<file path="src/assert_macros.svh">
// Concurrent assertion helpers shared by the RTL.
// Each takes a label, the clock, the active-low reset, an antecedent and a consequent.
`ifndef ASSERT_MACROS_SVH
`define ASSERT_MACROS_SVH

`ifndef SYNTHESIS

// Same-cycle implication.
`define ASSERT_IMPLY(lbl, clk, rstn, ante, cons) \
    lbl: assert property (@(posedge clk) disable iff (!rstn) (ante) |-> (cons)) \
        else $error("assertion failed: same-cycle implication");

// Next-cycle implication.
`define ASSERT_NEXT(lbl, clk, rstn, ante, cons) \
    lbl: assert property (@(posedge clk) disable iff (!rstn) (ante) |=> (cons)) \
        else $error("assertion failed: next-cycle implication");

`else

`define ASSERT_IMPLY(lbl, clk, rstn, ante, cons)
`define ASSERT_NEXT(lbl, clk, rstn, ante, cons)

`endif

`endif

</file>
<file path="src/hlpc_pkg.sv">
`default_nettype none

package hlpc_pkg;

    // Band edges in hertz, highest frequency (lowest humidity) first.
    localparam logic [12:0] BAND_EDGE [0:10] = '{
        13'd6852, 13'd6734, 13'd6618, 13'd6503, 13'd6388, 13'd6271,
        13'd6152, 13'd6029, 13'd5901, 13'd5766, 13'd5623
    };

    localparam logic [12:0] EDGE_TOP    = 13'd6852;
    localparam logic [12:0] EDGE_BOTTOM = 13'd5623;

    localparam logic [7:0]  DAC_TOP     = 8'd155;
    localparam logic [6:0]  DRIVE_CAP   = 7'd100;
    localparam logic [6:0]  HUMID_MAX   = 7'd99;

    // floor(x / 10) == (x * DIV10_RECIP) >> DIV10_SHIFT for any 16-bit x
    localparam logic [15:0] DIV10_RECIP = 16'd52429;
    localparam int          DIV10_SHIFT = 19;

    localparam logic [6:0]  TARGET_RESET = 7'd50;
    localparam logic [7:0]  GAIN_RESET   = 8'd10;
    localparam logic [9:0]  OFFSET_RESET = 10'd100;

    typedef enum logic [1:0] {
        REG_TARGET_HUMIDITY = 2'd0,
        REG_PROP_GAIN       = 2'd1,
        REG_COUNT_OFFSET    = 2'd2
    } reg_index_t;

    // Width of band k in hertz (k in 0..9).
    function automatic logic [7:0] band_width(input logic [3:0] k);
        logic [12:0] hi;
        logic [12:0] lo;
        hi = BAND_EDGE[k];
        lo = BAND_EDGE[k + 4'd1];
        return 8'(hi - lo);
    endfunction

    // j times the width of band k: threshold for the units digit to reach j.
    function automatic logic [10:0] unit_thr(input logic [3:0] k, input logic [3:0] j);
        logic [10:0] w;
        w = 11'(band_width(k));
        return 11'(w * 11'(j));
    endfunction

endpackage

`default_nettype wire

</file>
<file path="src/humidity_linearize_p_control.sv">
//  Channel  | Direction | Handshake            | Payload
//  ---------+-----------+----------------------+-------------------------------------
//  in       | sink      | in_valid / in_stall  | pulse_count[15:0]
//  out      | source    | out_valid / out_stall| humidity[6:0], drive_level[6:0],
//           |           |                      | dac_code[7:0]
//  cfg      | APB slave | psel/penable/pready  | paddr[3:0], pwdata/prdata[31:0]
//
//  Six register stages, one transaction enters per cycle while in_stall is low;
//  out_valid rises once the result reaches the output register.
//  Reset (rst_n low, asynchronous) empties the pipeline and loads the register
//  defaults: target 50, gain 10, offset 100.
//  A stall on the output freezes only the stages that are full up to the first
//  bubble; in_stall rises only when stage one is full and cannot advance.

`default_nettype none

module humidity_linearize_p_control (
    input  logic        clk,
    input  logic        rst_n,

    input  logic        in_valid,
    output logic        in_stall,
    input  logic [15:0] pulse_count,

    output logic        out_valid,
    input  logic        out_stall,
    output logic [6:0]  humidity,
    output logic [6:0]  drive_level,
    output logic [7:0]  dac_code,

    input  logic        psel,
    input  logic        penable,
    input  logic        pwrite,
    input  logic [3:0]  paddr,
    input  logic [31:0] pwdata,
    output logic [31:0] prdata,
    output logic        pready
);

    `include "assert_macros.svh"

    // ------------------------------------------------------------------
    // Configuration registers
    // ------------------------------------------------------------------
    logic [6:0] target_reg;
    logic [7:0] gain_reg;
    logic [9:0] offset_reg;
    logic       cfg_write;

    assign pready    = 1'b1;
    assign cfg_write = psel & penable & pwrite;

    // Write at the access phase; unknown addresses drop the write.
    always_ff @(posedge clk or negedge rst_n)
    begin
        if (!rst_n)
        begin
            target_reg <= hlpc_pkg::TARGET_RESET;
            gain_reg   <= hlpc_pkg::GAIN_RESET;
            offset_reg <= hlpc_pkg::OFFSET_RESET;
        end
        else if (cfg_write)
        begin
            case (paddr[3:2])
                hlpc_pkg::REG_TARGET_HUMIDITY: target_reg <= pwdata[6:0];
                hlpc_pkg::REG_PROP_GAIN:       gain_reg   <= pwdata[7:0];
                hlpc_pkg::REG_COUNT_OFFSET:    offset_reg <= pwdata[9:0];
                default:                       ;
            endcase
        end
    end

    // Read back the addressed register, zero elsewhere.
    always_comb
    begin
        case (paddr[3:2])
            hlpc_pkg::REG_TARGET_HUMIDITY: prdata = 32'(target_reg);
            hlpc_pkg::REG_PROP_GAIN:       prdata = 32'(gain_reg);
            hlpc_pkg::REG_COUNT_OFFSET:    prdata = 32'(offset_reg);
            default:                       prdata = 32'd0;
        endcase
    end

    // ------------------------------------------------------------------
    // Pipeline flow control: a stage advances when empty or when the next
    // stage advances. Valid bits travel with the data.
    // ------------------------------------------------------------------
    logic [6:1] vld_reg;
    logic [6:1] vld_next;
    logic [6:1] adv;

    assign adv[6] = !vld_reg[6] || !out_stall;
    assign adv[5] = !vld_reg[5] || adv[6];
    assign adv[4] = !vld_reg[4] || adv[5];
    assign adv[3] = !vld_reg[3] || adv[4];
    assign adv[2] = !vld_reg[2] || adv[3];
    assign adv[1] = !vld_reg[1] || adv[2];

    assign in_stall  = !adv[1];
    assign out_valid = vld_reg[6];

    always_comb
    begin
        vld_next[1] = adv[1] ? in_valid : vld_reg[1];
        for (int i = 2; i <= 6; i++)
        begin
            vld_next[i] = adv[i] ? vld_reg[i-1] : vld_reg[i];
        end
    end

    always_ff @(posedge clk or negedge rst_n)
    begin
        if (!rst_n)
            vld_reg <= '0;
        else
            vld_reg <= vld_next;
    end

    // ------------------------------------------------------------------
    // Stage 1: remove the calibration offset, wrapping modulo 2^16.
    // ------------------------------------------------------------------
    logic [15:0] freq_reg;
    logic [15:0] freq_next;

    assign freq_next = pulse_count - 16'(offset_reg);

    // ------------------------------------------------------------------
    // Stage 2: range check, band index and distance below the band top.
    // Edges fall with k, so the count of edges 1..9 below f is 9 - k.
    // ------------------------------------------------------------------
    logic        inrng_reg;
    logic        inrng_next;
    logic [3:0]  band_reg;
    logic [3:0]  band_next;
    logic [7:0]  dist_reg;
    logic [7:0]  dist_next;
    logic [3:0]  n_above;
    logic [12:0] band_top;

    always_comb
    begin
        inrng_next = (freq_reg >= 16'(hlpc_pkg::EDGE_BOTTOM)) &&
                     (freq_reg <= 16'(hlpc_pkg::EDGE_TOP));
        n_above = 4'd0;
        for (int j = 1; j <= 9; j++)
        begin
            n_above = n_above + 4'(freq_reg > 16'(hlpc_pkg::BAND_EDGE[j]));
        end
        band_next = 4'd9 - n_above;
        band_top  = hlpc_pkg::BAND_EDGE[band_next];
        dist_next = 8'(band_top - freq_reg[12:0]);
    end

    // ------------------------------------------------------------------
    // Stage 3: units digit = floor(dist*10 / width), found by comparing
    // dist*10 against j*width for j = 1..10; then zero out of range, else saturate at 99.
    // ------------------------------------------------------------------
    logic [6:0]  hum_reg;
    logic [6:0]  hum_next;
    logic [10:0] dist10;
    logic [3:0]  units;
    logic [6:0]  hum_raw;

    always_comb
    begin
        dist10 = 11'({dist_reg, 3'b000}) + 11'({dist_reg, 1'b0});
        units  = 4'd0;
        for (int j = 1; j <= 10; j++)
        begin
            units = units + 4'(dist10 >= hlpc_pkg::unit_thr(band_reg, 4'(j)));
        end
        hum_raw = 7'(band_reg) * 7'd10 + 7'(units);
        if (!inrng_reg)
            hum_next = 7'd0;
        else if (hum_raw > hlpc_pkg::HUMID_MAX)
            hum_next = hlpc_pkg::HUMID_MAX;
        else
            hum_next = hum_raw;
    end

    // ------------------------------------------------------------------
    // Stage 4: error times gain, zero unless humidity is above target.
    // ------------------------------------------------------------------
    logic [6:0]  hum4_reg;
    logic [14:0] prod_reg;
    logic [14:0] prod_next;
    logic [6:0]  err;

    always_comb
    begin
        err = hum_reg - target_reg;
        if ((hum_reg != 7'd0) && (hum_reg > target_reg))
            prod_next = 15'(err) * 15'(gain_reg);
        else
            prod_next = 15'd0;
    end

    // ------------------------------------------------------------------
    // Stage 5: divide by ten through the reciprocal multiply.
    // ------------------------------------------------------------------
    logic [6:0]  hum5_reg;
    logic [11:0] quot_reg;
    logic [11:0] quot_next;
    logic [30:0] recip_prod;

    always_comb
    begin
        recip_prod = 31'(prod_reg) * 31'(hlpc_pkg::DIV10_RECIP);
        quot_next  = recip_prod[hlpc_pkg::DIV10_SHIFT +: 12];
    end

    // ------------------------------------------------------------------
    // Stage 6: cap the drive and form the DAC code; this is the output
    // register and holds while the sink stalls.
    // ------------------------------------------------------------------
    logic [6:0] hum6_reg;
    logic [6:0] drive_reg;
    logic [6:0] drive_next;
    logic [7:0] dac_reg;
    logic [7:0] dac_next;

    always_comb
    begin
        if (quot_reg > 12'(hlpc_pkg::DRIVE_CAP))
            drive_next = hlpc_pkg::DRIVE_CAP;
        else
            drive_next = quot_reg[6:0];
        dac_next = hlpc_pkg::DAC_TOP - 8'(drive_next);
    end

    // Payload registers: load on advance, no reset needed.
    always_ff @(posedge clk)
    begin
        if (adv[1])
            freq_reg <= freq_next;
        if (adv[2])
        begin
            inrng_reg <= inrng_next;
            band_reg  <= band_next;
            dist_reg  <= dist_next;
        end
        if (adv[3])
            hum_reg <= hum_next;
        if (adv[4])
        begin
            hum4_reg <= hum_reg;
            prod_reg <= prod_next;
        end
        if (adv[5])
        begin
            hum5_reg <= hum4_reg;
            quot_reg <= quot_next;
        end
        if (adv[6])
        begin
            hum6_reg  <= hum5_reg;
            drive_reg <= drive_next;
            dac_reg   <= dac_next;
        end
    end

    assign humidity    = hum6_reg;
    assign drive_level = drive_reg;
    assign dac_code    = dac_reg;

    // ------------------------------------------------------------------
    // Assertions
    // ------------------------------------------------------------------
    `ASSERT_IMPLY(a_dac_sum, clk, rst_n, out_valid,
        (8'(drive_level) + dac_code) == hlpc_pkg::DAC_TOP)
    `ASSERT_IMPLY(a_zero_hum_no_drive, clk, rst_n, out_valid && (humidity == 7'd0),
        drive_level == 7'd0)
    `ASSERT_IMPLY(a_ranges, clk, rst_n, out_valid,
        (drive_level <= hlpc_pkg::DRIVE_CAP) && (humidity <= hlpc_pkg::HUMID_MAX))
    `ASSERT_NEXT(a_accept_fills_s1, clk, rst_n, in_valid && !in_stall, vld_reg[1])

endmodule

`default_nettype wire
</file>
<file path="config.mk">
export PLATFORM = sky130hd
export DESIGN_NAME = humidity_linearize_p_control
export DESIGN_NICKNAME = d
export VERILOG_FILES = /design/src/hlpc_pkg.sv /design/src/humidity_linearize_p_control.sv
export VERILOG_INCLUDE_DIRS = /design/src /design/src/src
export SDC_FILE = /design/constraint.sdc
export NUM_CORES = 1
export LEC_CHECK = 0
export BUFFER_PORTS_ARGS = -buffer_cell sky130_fd_sc_hd__buf_2
export CORE_AREA = 4 4 196 198
export CTS_BUF_LIST = sky130_fd_sc_hd__clkbuf_4
export CTS_CLUSTER_DIAMETER = 150
export DETAILED_ROUTE_END_ITERATION = 7
export DIE_AREA = 0 0 200 202
export PLACE_DENSITY = 0.59
export SETUP_SLACK_MARGIN = 0.1
export SYNTH_ARGS = -nofsm -noshare
export SYNTH_HDL_FRONTEND = slang
export SYNTH_SLANG_ARGS = --single-unit
</file>
<file path="constraint.sdc">
create_clock -name clk -period 11.2 [get_ports clk]
set_input_delay 0.56 -clock clk [delete_from_list [all_inputs] [get_ports clk]]
set_output_delay 0.56 -clock clk [all_outputs]
set_load 0.02 [all_outputs]
</file>
* After elaboration in Yosys (flattened, before gate mapping)
Memory sizes are Yosys's and may differ from the RTL's.
Index checks and enable logic that the tools add are counted.
** Cells by class
- Add/subtract/negate cells :: 26
- Multiply operators :: 9
- Divide/modulo/power cells :: 0
- Order comparisons :: 27
- Equal/unequal tests :: 2
- Shift-type cells :: 0
- Mux-type cells :: 9
- Bitwise gates (word level) :: 6
- Reductions and logical operators :: 22
** Operators by type and width (count)
- greater-than comparator 16 x 13 -> 1 bit (second input constant) :: 9
- greater-or-equal comparator 11 bit :: 6
- two-way mux 8 bit :: 6
- adder 4 x 1 -> 4 bit :: 11
- multiplier 15 x 16 -> 31 bit (second input constant) :: 1
- one-hot mux 10 bit (3 select lines) :: 1
- greater-or-equal comparator 11 x 10 -> 1 bit :: 2
- multiplier 8 x 3 -> 11 bit (second input constant) :: 2
- multiplier 8 x 2 -> 10 bit (second input constant) :: 2
- greater-or-equal comparator 16 x 13 -> 1 bit (second input constant) :: 1
- <= comparator 16 x 13 -> 1 bit (second input constant) :: 1
- subtractor 16 x 10 -> 16 bit :: 1
- subtractor 8 bit :: 2
- greater-or-equal comparator 5 bit (second input constant) :: 3
- multiplier 7 x 8 -> 15 bit :: 1
- inverter 4 -> 5 bit :: 3
- two-way mux 7 bit :: 2
- greater-than comparator 12 x 7 -> 1 bit (second input constant) :: 1
- adder 11 x 9 -> 11 bit :: 1
- greater-or-equal comparator 11 x 8 -> 1 bit :: 1
- greater-or-equal comparator 11 x 9 -> 1 bit :: 1
- multiplier 8 x 4 -> 11 bit (second input constant) :: 1
- multiplier 8 x 3 -> 10 bit (second input constant) :: 1
- adder 3 x 1 -> 4 bit :: 2
- 21 further kinds :: 39
** Word-level totals
- Register bits :: 130
- Bits in latches :: 0
- RAM bits :: 0
- Bits in read-only memories :: 624
- Input bits :: 59
- Output and inout port bits :: 57
- Logic and storage cells :: 126
- Memories :: 3
** Memory list
- (no name shown) :: depth 16, bits a word 13, rd ports 1, clocked after Yosys merged registers in 0, wr ports 0, RTL line hlpc_pkg.sv:36 : hi = BAND_EDGE[k];
- (no name shown) :: depth 16, bits a word 13, rd ports 1, clocked after Yosys merged registers in 0, wr ports 0, RTL line hlpc_pkg.sv:37 : lo = BAND_EDGE[k + 4'd1];
- (no name shown) :: depth 16, bits a word 13, rd ports 1, clocked after Yosys merged registers in 0, wr ports 0, RTL line humidity_linearize_p_control.sv:150 : band_top = hlpc_pkg::BAND_EDGE[band_next];

* Longest topological paths before layout
Gate-level depths: netlist (run 1).
- Depth in word-level cells :: 19
- Gate-level depth with buffers :: 46
- Mapped depth without buffers :: 44

* Worst setup path after synthesis (run 1)
No wires, ideal clock.
- Kind :: register to register
- Start :: reg band_reg[0]
- End :: reg hum_reg[2], data pin
- Library setup time :: 255 ps
- Data arrival time :: 8682 ps
- Data required time :: 10945 ps
- Path slack :: 2263 ps
- Cell stages (with the launch flop) :: 42
- Path buffers :: 3
- Period minus slack after synthesis :: 8937 ps
- Cells stage by stage :: edfxtp_1 > inv_1 > ha_1 > clkbuf_1 > xor2_1 > maj3_1 > nor2_1 > a21oi_1 > ha_1 > o21ai_1 > a21oi_1 > o311a_1 > or2_0 > buf_2 > inv_2 > buf_2 > ha_1 > fa_1 > [6 not listed] > a21oi_1 > o21ai_0 > o2111ai_1 > nand2_1 > fa_1 > fa_1 > inv_1 > fa_1 > inv_1 > ha_1 > inv_1 > fa_1 > nor2b_1 > o21ai_0 > a21oi_1 > xnor2_1 > o211ai_1 > and3_1
** On the way
- Longest elaborated chain between the ends :: 19
- Elaborated cells between the ends (all ways) :: 39
- Classes of those cells :: add/sub: 12; mul: 7; order compare: 11; mux: 4; bitwise: 2; reduce/logical: 1; memory: 2
** RTL lines
- start: declaration :: RTL line humidity_linearize_p_control.sv:133 : logic [3:0] band_reg;
- start signal: assignment :: RTL line humidity_linearize_p_control.sv:239 : band_reg <= band_next;
- adder 4 x 1 -> 4 bit :: RTL line hlpc_pkg.sv:37
- inverter 4 -> 5 bit (implied by the code) :: RTL line hlpc_pkg.sv:37
- memory (16 x 13 bit)
- two-way mux 8 bit (implied by the code) (2 in a row) :: RTL line hlpc_pkg.sv:37
- subtractor 8 bit :: RTL line hlpc_pkg.sv:38 : return 8'(hi - lo);
- multiplier 8 x 2 -> 10 bit, or another cell as far along :: RTL line hlpc_pkg.sv:45 : return 11'(w * 11'(j));
- greater-or-equal comparator 11 x 10 -> 1 bit / adder 1 x 1 -> 2 bit (equally long branches) :: RTL line humidity_linearize_p_control.sv:170 : units = units + 4'(dist10 >= hlpc_pkg::unit_thr(band_reg, 4'(j)));
- adder 2 x 1 -> 3 bit :: RTL line humidity_linearize_p_control.sv:170
- adder 3 x 1 -> 4 bit :: RTL line humidity_linearize_p_control.sv:170
- adder 4 x 1 -> 4 bit (6 in a row) :: RTL line humidity_linearize_p_control.sv:170
- adder 7 x 4 -> 7 bit * :: RTL line humidity_linearize_p_control.sv:172 : hum_raw = 7'(band_reg) * 7'd10 + 7'(units);
- greater-than comparator 7 bit :: RTL line humidity_linearize_p_control.sv:175 : else if (hum_raw > hlpc_pkg::HUMID_MAX)
- OR reduction 2 bit (no line)
- end signal: assignment :: RTL line humidity_linearize_p_control.sv:243 : hum_reg <= hum_next;
- end: declaration :: RTL line humidity_linearize_p_control.sv:158 : logic [6:0] hum_reg;
Every way passes the cells marked *; elsewhere a longest branch is shown, timed or not. The select of a mux whose other input is x is not followed.
A chain may end at the register's enable or synchronous reset.

* Worst setup path in the final report (run 1)
- Start :: reg band_reg[0]
- End :: reg hum_reg[3], data pin
The elaborated chain is that of the path after synthesis.

==> impl_metrics.py, run 1 <==
metrics = {
    "status": {
        "status": "complete, no violations",
    },
    "clock_network": {
        "cts_resized": 0,
        "numCtsBuffers": 17,
        "cts_buffer_depth": 2,
        "cts_setup_buffers": 0,
        "cts_sinks": 129,
        "cts_root_buf": "clkbuf_4",
        "path_clk_slew_ns": 0.14,
        "htreeDepth": 4,
        "clock_latency_ns": 0.56,
        "cts_tree": "yes",
        "postCtsHoldBufs": 0,
    },
    "placement": {
        "hpwlAfterDp_um": 28400,
        "io_buffers": 68,
        "gp_congestion": 0.879,
    },
    "synthesis": {
        "synth_top_area_cell": "ha_1",
        "avgSynthCellArea_sq_um": 9.66,
        "synth_area_sq_um": 16300,
        "seq_area_frac_synth_pct": 22.8,
        "ys_ff_latch": 129,
        "ys_types": 76,
        "yosys_warnings": 0,
        "synth_top_area_share_pct": 24.2,
        "synth_edf_count": 98,
        "synthTopCellsByCount": "ha_1, inv_1, fa_1",
        "post-synth-top-count-cell": "ha_1",
        "synthCells": 1690,
        "synth_flop_cell": "edfxtp_1",
        "synth_area_leaders": "ha_1, edfxtp_1, fa_1",
        "synthArstFlopShare_pct": 24.0,
    },
    "die": {
        "num_rows": 70,
        "core-area_sq_um": 36500,
        "die_w_um": 200,
        "die_h_um": 202,
        "io_pins": 116,
        "die_area_sq_um": 40400,
        "start_util_pct": 44.7,
    },
    "flow_run": {
        "drv_cap": 0,
    },
    "setup_path": {
        "endpoint_kind": "flip-flop",
        "rr_worst_depth": 37,
        "crit_arrival_ns": 10.42,
        "worstReg2RegStart": "band_reg[0]",
        "startpoint": "band_reg[0]",
        "max_stage_delay_ns": 0.67,
        "critical_path_class": "flip-flop to flip-flop",
        "crit_path_start_kind": "flip-flop",
        "slowest_stage": "edfxtp_1",
        "r2r_slack_ns": 1.10,
        "cpMostUsedCell": "fa_1",
        "critPathMaxFanout": 16,
        "critPathRequiredTime_ns": 11.51,
    },
    "timing": {
        "period_share_pct": 90.2,
        "whs_ns": 0.0313,
        "max_slew.worst_pin.slew_ns": 1.05,
        "drv_slew": 0,
        "finClkSkew_ns": 0.0368,
        "maxSlewHeadroom_pct": 29.7,
        "period_needed_ns": 10.10,
        "rsz0062_at_grt": "no",
        "hold_viol": 0,
        "timing.fmax_mhz": 99.0,
        "fin_setup_tns_ns": 0,
        "setup_violations": 0,
    },
    "drt": {
        "wire_per_inst_um": 15.2,
        "first_iter_violations": 625,
        "drc_errors": 0,
        "dr.pass1.iters": 7,
        "vias_per_cell": 5.29,
        "antenna_left": 0,
        "via_count": 11836,
        "wirelength_um": 34100,
    },
    "grt": {
        "grt_use_total_pct": 17.4,
        "grt_pass1_wl_um": 58000,
        "antenna_found_initial": 1,
        "grt_pass1_vias": 11858,
        "grt_overflow": 0,
        "grt_start_max_net_pins": 32,
    },
    "cells_and_area": {
        "drive_above_1_share_pct": 8.88,
        "largest_reg_flops": 16,
        "syn_to_final_growth_pct": 6.60,
        "finalNetCount": 2241,
    },
    "min_path": {
        "hp-class": "input port to async pin",
    },
}
## through the flow
stage	setup slack (ns)	cells	utilization (%)	area, sq um
floorplan	2.26	1711	-	16400
global placement	1.14	2204	46.8	17100
detailed placement	1.04	2204	46.8	17100
CTS	1.02	2236	47.6	17400
global route	0.264	2237	47.6	17400
finish	1.10	2238	47.6	17400
## worst max-delay path, delay by kind of cell (launching register included)
kind	cells	cell delay, ns
and+or+nand+nor	6	1.35
buffers and inverters	5	0.57
adders and majority gates	9	3.68
xor gates and xnor gates	4	0.91
AOI/OAI and AO/OA	13	2.69
DFF	1	0.67
## layer usage
| metal | wire (um) | GRT usage, % |
|---|---|---|
| met5 | 0 | 0 |
| met4 | 333 | 3.32 |
| met3 | 1370 | 2.47 |
| met2 | 15800 | 28.5 |
| met1 | 16600 | 24.7 |
## final timing paths
path                                  to
setup reg to reg              hum_reg[3]
hold / removal               gain_reg[7]
min in group clk           offset_reg[9]
setup / recovery              hum_reg[3]
max in group asynchronous     vld_reg[4]
hold reg to reg              hum5_reg[0]
## area by class of cell
type                       instances  area, sq um
tap                              468          586
sequential                       129         3730
fill                            3434        19100
antenna                            2         5.00
inverter                         238          893
multi-input combinational       1295        11500
timing repair buffer              74          385
clock inverter                    14          163
clock buffer                      18          135
## cell families (layout without fill, tap and decap cells)
logic type / Yosys count / count (layout) / share of synthesized area [%]
compound gates: 338 / 338 / 13.5
xor+xnor: 88 / 88 / 4.72
fa+ha+maj: 433 / 433 / 38.2
buf+inv: 287 / 344 / 7.19
flops: 129 / 129 / 22.8
mux: 25 / 25 / 1.66
other cells: 2 / 25 / 0.0460
simple gates: 388 / 388 / 11.8
## cells in the final DEF, fill, tap and decap left out, drive strengths merged, types with 7 or more instances in the layout
cell     instances
ha             316
nand2          109
buf             74
a21o            57
dfrtp           23
fa             111
mux2            16
and2            37
inv            239
a21oi           88
mux2i            9
nor2            71
o21a            14
nand3           35
o21bai          12
edfxtp          98
nand4            8
o31ai            7
nand2b          21
a21boi          11
o21ai           81
a2111oi          8
dfstp            8
nor2b           21
xor2            31
clkinv           8
conb            23
clkbuf          18
and3             9
or2             16
nor3            31
o211ai          12
xnor2           57
Power of run 1 is left out: the tool's default activity adds up to more than one toggle a clock period on the data nets, which glitch-free logic cannot reach.
==> inputs of run 2 (changes only) <==
--- a/config.mk
+++ b/config.mk
@@ -14,4 +14,5 @@
 export DIE_AREA = 0 0 200 202
 export PLACE_DENSITY = 0.59
+export REMOVE_ABC_BUFFERS = 1
 export SETUP_SLACK_MARGIN = 0.1
 export SYNTH_ARGS = -nofsm -noshare
==> constraint.sdc (replaced) <==
create_clock -name clk -period 11.2 [get_ports clk]
set_input_delay 1.68 -clock clk [delete_from_list [all_inputs] [get_ports clk]]
set_output_delay 1.68 -clock clk [all_outputs]
set_load 0.02 [all_outputs]
==> impl_metrics.py, run 2 (synthesized netlist as in run 1, its figures left out) <==
metrics = {
    "setup_path": {
        "worstReg2RegStart": "band_reg[0]",
        "crit_path_start_kind": "flip-flop",
        "slowest_stage": "edfxtp_1",
        "startpoint": "band_reg[0]",
        "critical_path_class": "flip-flop to flip-flop",
        "r2r_slack_ns": 1.10,
        "critPathMaxFanout": 16,
        "rr_worst_depth": 38,
        "crit_arrival_ns": 10.43,
        "critPathRequiredTime_ns": 11.53,
        "max_stage_delay_ns": 0.66,
        "reg2reg_to": "hum_reg[3]",
        "endpoint_kind": "flip-flop",
    },
    "cells_and_area": {
        "finalNetCount": 2241,
        "syn_to_final_growth_pct": 6.61,
        "nFillCells": 3452,
        "layout_commonest_cell": "ha_1",
        "largest_reg_flops": 16,
        "final_cell_mix": "ha_1, inv_1, fa_1",
        "drive_above_1_share_pct": 9.05,
    },
    "drt": {
        "first_iter_violations": 556,
        "maxUsedRoutingLayer": "met4",
        "wirelength_um": 33800,
        "wire_per_inst_um": 15.1,
        "via_count": 11765,
        "antenna_left": 0,
        "dr_wl_met2_um": 15500,
        "drc_errors": 0,
        "met1Wirelength_um": 16700,
        "dr.pass1.iters": 5,
        "wl_met3_um": 1220,
        "vias_per_cell": 5.25,
    },
    "die": {
        "die_h_um": 202,
        "start_util_pct": 44.7,
        "die_area_sq_um": 40400,
        "die_w_um": 200,
        "core-area_sq_um": 36500,
        "io_pins": 116,
        "num_rows": 70,
    },
    "clock_network": {
        "cts_buffer_depth": 2,
        "cts_setup_buffers": 0,
        "cts_sinks": 129,
        "postCtsHoldBufs": 0,
        "cts_root_buf": "clkbuf_4",
        "htreeDepth": 4,
        "cts_tree": "yes",
        "clock_latency_ns": 0.59,
        "path_clk_slew_ns": 0.12,
        "numCtsBuffers": 17,
        "cts_resized": 0,
    },
    "grt": {
        "grt_start_max_net_pins": 32,
        "grt_pass1_wl_um": 57700,
        "grt_pass1_vias": 11903,
        "antenna_found_initial": 2,
        "grt_overflow": 0,
        "grt_use_total_pct": 17.3,
    },
    "timing": {
        "timing.fmax_mhz": 99.0,
        "period_needed_ns": 10.10,
        "period_share_pct": 90.2,
        "maxSlewHeadroom_pct": 33.7,
        "drv_slew": 0,
        "fin_setup_tns_ns": 0,
        "rsz0062_at_grt": "no",
        "setup_violations": 0,
        "max_slew.worst_pin.slew_ns": 0.990,
        "finClkSkew_ns": 0.0283,
        "hold_viol": 0,
    },
    "placement": {
        "io_buffers": 68,
        "gp_congestion": 0.884,
        "hpwlAfterDp_um": 28100,
    },
    "min_path": {
        "hp-class": "flip-flop to flip-flop",
        "hp-start": "hum5_reg[0]",
        "hold-path-cell-count": 0,
        "hold_end": "humidity[0]",
    },
    "status": {
        "status": "complete, no violations",
    },
    "flow_run": {
        "drv_cap": 0,
    },
}
-- run 2: stage by stage --
| stage | cell area [sq um] | hold WS, ns | cells | setup slack [ns] | util (%) |
|---|---|---|---|---|---|
| 3_3_place_gp | 17100 | 0.401 | 2204 | 1.21 | 46.8 |
| 3_5_place_dp | 17100 | 0.405 | 2204 | 1.17 | 46.8 |
| 2_1_floorplan | 16100 | 0.400 | 1662 | 2.27 | - |
| 6_report | 17400 | 0.420 | 2239 | 1.10 | 47.6 |
| 4_1_cts | 17400 | 0.428 | 2236 | 1.11 | 47.6 |
| 5_1_grt | 17400 | 0.448 | 2239 | 0.367 | 47.6 |
-- run 2: worst max-delay path, delay by kind of cell (launching register included) --
family,cells,cell delay [ns]
adders and majority gates,11,4.52
AOI/OAI and AO/OA,13,2.28
xor gates and xnor gates,4,0.64
and+or+nand+nor,5,1.09
buffers and inverters,5,0.67
DFF,1,0.66
-- run 2: layer usage --
metal | vias to the layer above | track usage [%]
li1 | 5953 | -
met1 | 5589 | 24.9
met2 | 192 | 27.6
met3 | 31 | 2.73
met4 | 0 | 3.88
met5 | - | 0
-- run 2: worst max-delay path by stage --
stage / to / slack, ns / cells after the start
6_report: hum_reg[3] / 1.10 / 38
5_1_grt: hum_reg[3] / 0.37 / 37
4_1_cts: hum_reg[3] / 1.11 / 38
3_5_place_dp: hum_reg[3] / 1.17 / 38
3_3_place_gp: hum_reg[3] / 1.21 / 37
2_1_floorplan: hum_reg[2] / 2.27 / 38
-- run 2: layout make-up --
class                      instances  area [sq um]  share of cell area [%]
antenna                            3          7.51                  0.0432
clock buffer                      19           143                   0.820
clock inverter                    13           154                   0.885
inverter                         238           893                    5.14
multi-input combinational       1295         11500                    66.1
sequential                       129          3730                    21.4
tap                              468           586                    3.37
timing repair buffer              74           385                    2.22
Power of run 2 is left out for the same reason.
